**src/hdl/atqwb_pkg.sv**
```systemverilog
`timescale 1ns / 1ps
// atqwb_pkg: constants, codes and control/status types of the queue weight balancer
// used by every module of the block, depends on nothing
package atqwb_pkg;

    localparam int HISTORY_DEPTH = 256;
    localparam int SUM_BITS      = 24;
    localparam int NQ            = 3;
    localparam int HEAD_W        = $clog2(HISTORY_DEPTH);
    localparam int CNT_W         = $clog2(HISTORY_DEPTH + 1);
    localparam int ADDR_W        = $clog2(NQ * HISTORY_DEPTH);
    localparam int DIFF_W        = SUM_BITS + 1;
    localparam int PROD_W        = SUM_BITS + 16;
    localparam int SPARE_W       = 26;
    localparam int TOTAL_W       = SPARE_W + 2;
    localparam int ADJ_W         = TOTAL_W + 1;
    localparam int ASUM_W        = ADJ_W + 2;
    localparam int DVD_W         = 48;
    localparam int DVS_W         = 32;
    localparam int DCNT_W        = $clog2(DVD_W);
    localparam int MIN_COUNTS    = 5;
    localparam int CFG_IDX_W     = 3;

    typedef logic [SUM_BITS-1:0] sum_t;
    typedef logic [SPARE_W-1:0]  spare_t;
    typedef logic [ADJ_W-1:0]    adj_t;

    typedef enum logic [CFG_IDX_W-1:0] {
        CFG_DW1 = 3'd0,
        CFG_DW2 = 3'd1,
        CFG_DW3 = 3'd2,
        CFG_WIN = 3'd3,
        CFG_MDD = 3'd4
    } cfg_idx_t;

    typedef enum logic [1:0] {
        OUT_STARTUP,
        OUT_NOSPARE,
        OUT_FALLBACK,
        OUT_WEIGHTS
    } out_kind_t;

    typedef enum logic [4:0] {
        ST_IDLE,
        ST_DECODE,
        ST_EV_RET,
        ST_EV_PUSH,
        ST_R_ISSUE,
        ST_R_CMP,
        ST_SP_DIFF,
        ST_SP_MUL,
        ST_SP_CHK,
        ST_SP_DIV,
        ST_TOTAL,
        ST_ADJ,
        ST_ASUM,
        ST_A_CHK,
        ST_W_START,
        ST_W_WAIT,
        ST_FIN
    } state_t;

    typedef struct packed {
        logic      load;
        logic      rd_head;
        logic      retire;
        logic      push;
        logic      qi_clr;
        logic      qi_inc;
        logic      diff;
        logic      mul;
        logic      spare_zero;
        logic      div_start;
        logic      div_w;
        logic      spare_store;
        logic      total;
        logic      adj;
        logic      asum;
        logic      w_store;
        logic      out_load;
        out_kind_t out_kind;
    } cmd_t;

    typedef struct packed {
        logic mode;
        logic bad_q;
        logic full;
        logic nonempty;
        logic stale;
        logic all_seen;
        logic qi_last;
        logic sp_zero;
        logic div_done;
        logic any_spare;
        logic asum_zero;
        logic out_free;
    } sts_t;

endpackage

```
**src/hdl/atqwb_ctrl.sv**
```systemverilog
`timescale 1ns / 1ps
// atqwb_ctrl: sequencer for event logging, retirement, spare and weight steps
// depends on atqwb_pkg
module atqwb_ctrl (
    input  logic            aclk,
    input  logic            aresetn,
    input  logic            s_valid,
    output logic            s_ready,
    input  atqwb_pkg::sts_t sts,
    output atqwb_pkg::cmd_t cmd
);
    import atqwb_pkg::*;

    state_t    state_reg, state_next;
    out_kind_t kind_reg, kind_next;

    always_ff @(posedge aclk) begin
        if (!aresetn) begin
            state_reg <= ST_IDLE;
            kind_reg  <= OUT_NOSPARE;
        end else begin
            state_reg <= state_next;
            kind_reg  <= kind_next;
        end
    end

    always_comb begin
        state_next   = state_reg;
        kind_next    = kind_reg;
        cmd          = '0;
        cmd.out_kind = kind_reg;
        s_ready      = 1'b0;
        case (state_reg)
            ST_IDLE: begin
                s_ready = 1'b1;
                if (s_valid) begin
                    cmd.load   = 1'b1;
                    state_next = ST_DECODE;
                end
            end
            ST_DECODE: begin
                if (sts.mode) begin
                    if (!sts.all_seen) begin
                        kind_next  = OUT_STARTUP;
                        state_next = ST_FIN;
                    end else begin
                        cmd.qi_clr = 1'b1;
                        state_next = ST_R_ISSUE;
                    end
                end else if (sts.bad_q) begin
                    state_next = ST_IDLE;
                end else if (sts.full) begin
                    cmd.rd_head = 1'b1;
                    state_next  = ST_EV_RET;
                end else begin
                    state_next = ST_EV_PUSH;
                end
            end
            ST_EV_RET: begin
                cmd.retire = 1'b1;
                state_next = ST_EV_PUSH;
            end
            ST_EV_PUSH: begin
                cmd.push   = 1'b1;
                state_next = ST_IDLE;
            end
            ST_R_ISSUE: begin
                if (sts.nonempty) begin
                    cmd.rd_head = 1'b1;
                    state_next  = ST_R_CMP;
                end else if (sts.qi_last) begin
                    cmd.qi_clr = 1'b1;
                    state_next = ST_SP_DIFF;
                end else begin
                    cmd.qi_inc = 1'b1;
                end
            end
            ST_R_CMP: begin
                if (sts.stale) begin
                    cmd.retire = 1'b1;
                    state_next = ST_R_ISSUE;
                end else if (sts.qi_last) begin
                    cmd.qi_clr = 1'b1;
                    state_next = ST_SP_DIFF;
                end else begin
                    cmd.qi_inc = 1'b1;
                    state_next = ST_R_ISSUE;
                end
            end
            ST_SP_DIFF: begin
                cmd.diff   = 1'b1;
                state_next = ST_SP_MUL;
            end
            ST_SP_MUL: begin
                cmd.mul    = 1'b1;
                state_next = ST_SP_CHK;
            end
            ST_SP_CHK: begin
                if (sts.sp_zero) begin
                    cmd.spare_zero = 1'b1;
                    if (sts.qi_last) begin
                        state_next = ST_TOTAL;
                    end else begin
                        cmd.qi_inc = 1'b1;
                        state_next = ST_SP_DIFF;
                    end
                end else begin
                    cmd.div_start = 1'b1;
                    state_next    = ST_SP_DIV;
                end
            end
            ST_SP_DIV: begin
                if (sts.div_done) begin
                    cmd.spare_store = 1'b1;
                    if (sts.qi_last) begin
                        state_next = ST_TOTAL;
                    end else begin
                        cmd.qi_inc = 1'b1;
                        state_next = ST_SP_DIFF;
                    end
                end
            end
            ST_TOTAL: begin
                if (!sts.any_spare) begin
                    kind_next  = OUT_NOSPARE;
                    state_next = ST_FIN;
                end else begin
                    cmd.total  = 1'b1;
                    state_next = ST_ADJ;
                end
            end
            ST_ADJ: begin
                cmd.adj    = 1'b1;
                state_next = ST_ASUM;
            end
            ST_ASUM: begin
                cmd.asum   = 1'b1;
                state_next = ST_A_CHK;
            end
            ST_A_CHK: begin
                if (sts.asum_zero) begin
                    kind_next  = OUT_FALLBACK;
                    state_next = ST_FIN;
                end else begin
                    cmd.qi_clr = 1'b1;
                    state_next = ST_W_START;
                end
            end
            ST_W_START: begin
                cmd.div_start = 1'b1;
                cmd.div_w     = 1'b1;
                state_next    = ST_W_WAIT;
            end
            ST_W_WAIT: begin
                if (sts.div_done) begin
                    cmd.w_store = 1'b1;
                    if (sts.qi_last) begin
                        kind_next  = OUT_WEIGHTS;
                        state_next = ST_FIN;
                    end else begin
                        cmd.qi_inc = 1'b1;
                        state_next = ST_W_START;
                    end
                end
            end
            ST_FIN: begin
                if (sts.out_free) begin
                    cmd.out_load = 1'b1;
                    state_next   = ST_IDLE;
                end
            end
            default: begin
                state_next = ST_IDLE;
            end
        endcase
    end

endmodule

```
**config.mk**
```make
export PLATFORM = sky130hd
export DESIGN_NAME = atqwb_ctrl
export DESIGN_NICKNAME = d
export VERILOG_FILES = /design/src/hdl/atqwb_pkg.sv /design/src/hdl/atqwb_ctrl.sv
export SDC_FILE = /design/constraint.sdc
export NUM_CORES = 1
export LEC_CHECK = 0
export BUFFER_PORTS_ARGS = -buffer_cell sky130_fd_sc_hd__buf_2
export CAP_MARGIN = 5
export CORE_UTILIZATION = 47
export CTS_CLUSTER_SIZE = 14
export DETAILED_ROUTE_END_ITERATION = 8
export GPL_TIMING_DRIVEN = 0
export PLACE_DENSITY = 0.77
export SLEW_MARGIN = 10
export SYNTH_ARGS = -nofsm -noshare
export SYNTH_HDL_FRONTEND = slang
export SYNTH_SLANG_ARGS = --single-unit
```
**constraint.sdc**
```tcl
create_clock -name aclk -period 1.85 [get_ports aclk]
set_input_delay 0.0925 -clock aclk [delete_from_list [all_inputs] [get_ports aclk]]
set_output_delay 0.0925 -clock aclk [all_outputs]
set_load 0.02 [all_outputs]
```
==> After elaboration in Yosys (flattened, before gate mapping) <==
Index checks and enable logic that the tools add are counted.
{ "classes": {"muxes": 63, "eq_ne": 26, "n_reduce_logical": 5} }
{ "op_table": {"columns": ["operator", "count"], "rows": [
  ["case mux 5 bit (16 select lines)", 1],
  ["two-way mux 5 bit", 13],
  ["== test 5 x 4 -> 1 bit, second input constant", 8],
  ["two-way mux 1 bit", 32],
  ["== test 5 x 3 -> 1 bit, second input constant", 4],
  ["two-way mux 2 bit", 9],
  ["inequality test 2 bit, second input constant", 9],
  ["== test 5 x 2 -> 1 bit, second input constant", 2],
  ["two-way mux 4 bit", 2],
  ["case mux 1 bit (4 select lines)", 2],
  ["case mux 2 bit (4 select lines)", 1],
  ["AND reduction 7 bit", 1],
  ["case mux 1 bit (2 select lines)", 3],
  ["== test 5 x 1 -> 1 bit, second input constant", 1],
  ["== test 5 bit, second input constant", 1],
  ["logical NOT 5 bit", 1],
  ["AND reduction 5 bit", 1],
  ["nonzero test 4 bit", 1],
  ["inequality test 3 bit, second input constant", 1],
  ["OR reduction 2 bit", 1]
]} }
{ "word_totals": {"ff_bits": 7} }

==> Longest topological paths before layout <==
{ "depth": {"depth_word": 4, "mapped_depth": 7} }

==> Worst setup path after synthesis <==
No wires, ideal clock.
{ "synth_timing": {"kind": "register to output", "from": "register state_reg[4]", "to": "output cmd[13] (netlist bit)", "t_arrival_ns": 1.916, "required_ns": 1.757, "path_slack_ns": -0.158, "stages_incl_launch_ff": 6, "cell_sequence": "dfxtp_1 > or3_1 > or3_1 > nand2b_1 > nor3_1 > nor4_1"} }
{ "synth_rtl": {"columns": ["item", "line_no", "source"], "rows": [
  ["start: declaration", "atqwb_ctrl.sv:14", "state_t state_reg, state_next;"],
  ["start signal: assignment", "atqwb_ctrl.sv:22", "state_reg <= state_next;"],
  ["end: declaration", "atqwb_ctrl.sv:10", "output atqwb_pkg::cmd_t cmd"]
]} }

==> impl_results.rst <==
.. list-table::
   :header-rows: 1

   * - Metric
     - Value
   * - Number of ports placed on the die boundary
     - 35
   * - Run status
     - finished, violations left
   * - Portion of the clock cycle consumed by the worst path in the final layout
     - 107%
   * - Category of the worst setup path capture point
     - output port
   * - Slew at the pin with the worst max-slew slack
     - 0.393 ns
   * - Die boundary height
     - 45.8 um
   * - Starting utilization of the core area
     - 51.0%
   * - Setup repair after global routing missed its margin
     - true
   * - Insertion delay to the later sink of the worst-skew pair
     - 0.26 ns
   * - Number of buffers inserted for hold repair after clock tree synthesis
     - 0
   * - Number of antenna violations at the first check in global routing
     - 0
   * - Max-cap violation count
     - 0
   * - Worst min-delay path class
     - primary input to flop
   * - Yosys synthesis warning count
     - 0
   * - Buffer and inverter count on the worst path
     - 1
   * - Final Util
     - 78.8%
   * - Crit Path Class
     - flop to output port
   * - Final Wtd Congestion
     - 0.931
   * - Mean post-synth cell area
     - 6.71 um^2
   * - Main combinational cell family by area after synthesis
     - simple AND/OR/NAND/NOR gates
   * - Final Total Pwr
     - 1.82 mW
   * - Half-perimeter wire length of the detailed placement result
     - 2300 um
   * - Proportion of layout cells with a drive suffix above 1
     - 49.7%
   * - Final routed wirelength across all metal layers
     - 3910 um
   * - Drt first pass iters
     - 5
   * - Required arrival time at the worst endpoint
     - 1.76 ns
   * - Largest voltage drop on the vdd net
     - 0.876 mV
   * - Xor and xnor fraction of the mapped netlist area
     - 1.95%
   * - Worst-case headroom to the max-slew limit
     - 73.7%
   * - Grt ovf
     - 0
   * - Critical-path top delay cell
     - sky130_fd_sc_hd__or3_4
   * - Flip-flop count of the largest register after layout
     - 5
   * - Peak clock frequency supported by timing
     - 505 MHz
   * - Count of state elements after synthesis
     - 7
   * - Unique masters post-synth
     - 42
   * - Multiplexer fraction of the synthesized cell area
     - 1.11%
   * - Number of setup violations in the final report
     - 4
   * - Synthesized-area fraction occupied by and/or/nand/nor cells
     - 48.4%
   * - Total via count in the routed design
     - 1374
   * - Filler Cell Count
     - 137
   * - Total power per unit cell area
     - 1310 mW/mm^2
   * - Ordered cell list for the critical path
     - or3_4 > or3_4 > nand2b_4 > nor3_2 > nor4_2 > buf_4
   * - Number of vias per cell after detailed routing
     - 6.61
   * - Highest cell delay on the worst timing path
     - 0.43 ns
   * - Post-synthesis share of cell area spent on full adders, half adders and majority gates
     - 0%
   * - Compound-cell area share of the yosys netlist
     - 25.6%
   * - Violation count after the first detailed-routing iteration
     - 101
   * - Gate count after technology mapping
     - 134
   * - Buffers added on ports
     - 34
   * - Async set-or-reset flop fraction in the synthesized netlist
     - 0%
   * - Nets@finish
     - 199
   * - Antenna-violating nets left
     - 0
   * - Sink Count
     - 7
   * - Critical path launch point type
     - flop
   * - Post-Synthesis Cell Area
     - 900 um^2
   * - CP Data Arrival Time
     - 1.89 ns
   * - Highest net fanout along the worst path
     - 6
   * - Maximum number of pins on one net before global-route repair
     - 11
   * - CTS H-Tree Depth
     - 1
   * - Delay-heaviest family, CP
     - simple AND/OR/NAND/NOR gates
   * - Total routing usage reported by global routing
     - 34.3%
   * - Die Footprint
     - 0.00209 mm^2
   * - Final hold violation count
     - 0
   * - Top FF cell, synth
     - sky130_fd_sc_hd__dfxtp_1
   * - Highest-count cells in the layout ignoring fill and taps
     - 36 x sky130_fd_sc_hd__buf_2, 13 x sky130_fd_sc_hd__buf_4, 10 x sky130_fd_sc_hd__nor3_1, 10 x sky130_fd_sc_hd__nor2_1, 8 x sky130_fd_sc_hd__nand2_1
   * - Inserted Diodes
     - 0
   * - Area of the core
     - 0.00176 mm^2
   * - Max clock buf depth
     - 2
   * - Drt wl/cell
     - 18.8 um
   * - CTS root buf
     - sky130_fd_sc_hd__clkbuf_4
   * - Clock-pin slew of the registers on the worst-case setup and hold paths
     - 0.06 ns
   * - Layout Skew
     - 0.00775 ns
   * - CTS tree
     - done
   * - Count of final max-slew check failures
     - 0
   * - Most used cell along the critical path
     - sky130_fd_sc_hd__or3_4
   * - Worst-case setup margin in the final layout
     - -0.132 ns
   * - Net Count, Synth
     - 149
   * - Die outline width
     - 45.8 um
   * - Wire length of the first global-routing pass
     - 5260 um
   * - Vias in the first global route
     - 1141
   * - Number of flops mapped to enable cells by yosys
     - 0
   * - Cell row count
     - 15
   * - CTS buffer count
     - 3
   * - Fraction of the yosys area taken by sequential cells
     - 15.6%
   * - DRC violations left
     - 0
   * - Area added between synthesis and finish
     - 54.5%
   * - Time the worst path needs with I/O delays and setup
     - 1.98 ns
   * - Leakage
     - 0.596 nW
   * - Leading cell type in the layout, fill and taps excluded
     - sky130_fd_sc_hd__buf_2
   * - Violations in the final reports
     - setup timing
   * - Worst slack after detailed placement
     - -0.0751 ns
-- synthesized netlist by cell type, drive strengths merged (3+ instances only) --
cell,number,share of area [%]
a211oi,3,3.9
inv,6,2.5
nor3,13,7.2
nand2,9,3.8
o21ai,6,3.8
a21oi,8,4.9
dfxtp,7,16
or3,4,2.8
buf,8,4.0
nor2,11,4.6
nand2b,7,4.9
or4,4,4.2
nor2b,7,4.9
nor4,9,7.0
nand3,4,2.2
a31oi,3,2.1
-- routing by layer --
layer	part of all wire, %	vias up	global-route usage (%)	routed length [um]
li1	-	601	-	-
met1	37	638	45.8	1450
met2	47	121	53.4	1840
met3	13	14	8.33	523
met4	2.3	0	11.8	91
met5	0	-	0	0
-- final cells by class --
type,count,area (um^2),area share (%)
clock buffer,4,26.3,1.89
multi-input combinational,111,817,58.8
timing repair buffer,46,283,20.3
inverter,6,22.5,1.62
tap,25,31.3,2.25
sequential,7,154,11.1
buffer,9,56.3,4.05
-- cell families (layout without fill, tap and decap cells) --
| family | count (synthesis) | after routing |
|---|---|---|
| simple gates | 76 | 76 |
| flops | 7 | 7 |
| mux | 1 | 1 |
| buf+inv | 16 | 65 |
| compound gates | 32 | 32 |
| xor+xnor | 2 | 2 |
-- what timing repair did --
action | 4_1_cts | 5_1_grt
endpoints found under the setup margin | 8 | 11
setup buffers | 8 | 4
gates resized for setup | 35 | 19
pin swaps | 12 | 9
endpoints found under the hold margin | 0 | 0
-- path summary, 6_finish.rpt --
check / from / end / slack [ns] / depth (start not counted)
setup / recovery: state_reg[4] / cmd[13] / -0.13 / 6
hold / removal: aresetn / state_reg[4] / 0.11 / 2
setup reg to reg: state_reg[2] / state_reg[1] / -0.05 / 8
hold reg to reg: kind_reg[1] / kind_reg[1] / 0.47 / 2
-- where the power goes --
| group | switching, mW | internal, mW | total (mW) |
|---|---|---|---|
| logic | 0.842 | 0.581 | 1.42 |
| registers | 0.0469 | 0.208 | 0.255 |
| clock network | 0.0576 | 0.0824 | 0.140 |
| total | 0.946 | 0.871 | 1.82 |
-- through the flow --
step | instance area [um^2] | setup TNS, ns | cells | hold WS [ns]
global placement | 1110 | -0.0887 | 193 | 0.376
CTS | 1310 | -0.457 | 205 | 0.104
finish | 1390 | -0.222 | 208 | 0.108
floorplan | 906 | 0 | 134 | 0.210
detailed placement | 1110 | -0.138 | 193 | 0.377
global route | 1390 | -0.570 | 208 | 0.0991
(Power assumes the default switching activity.)
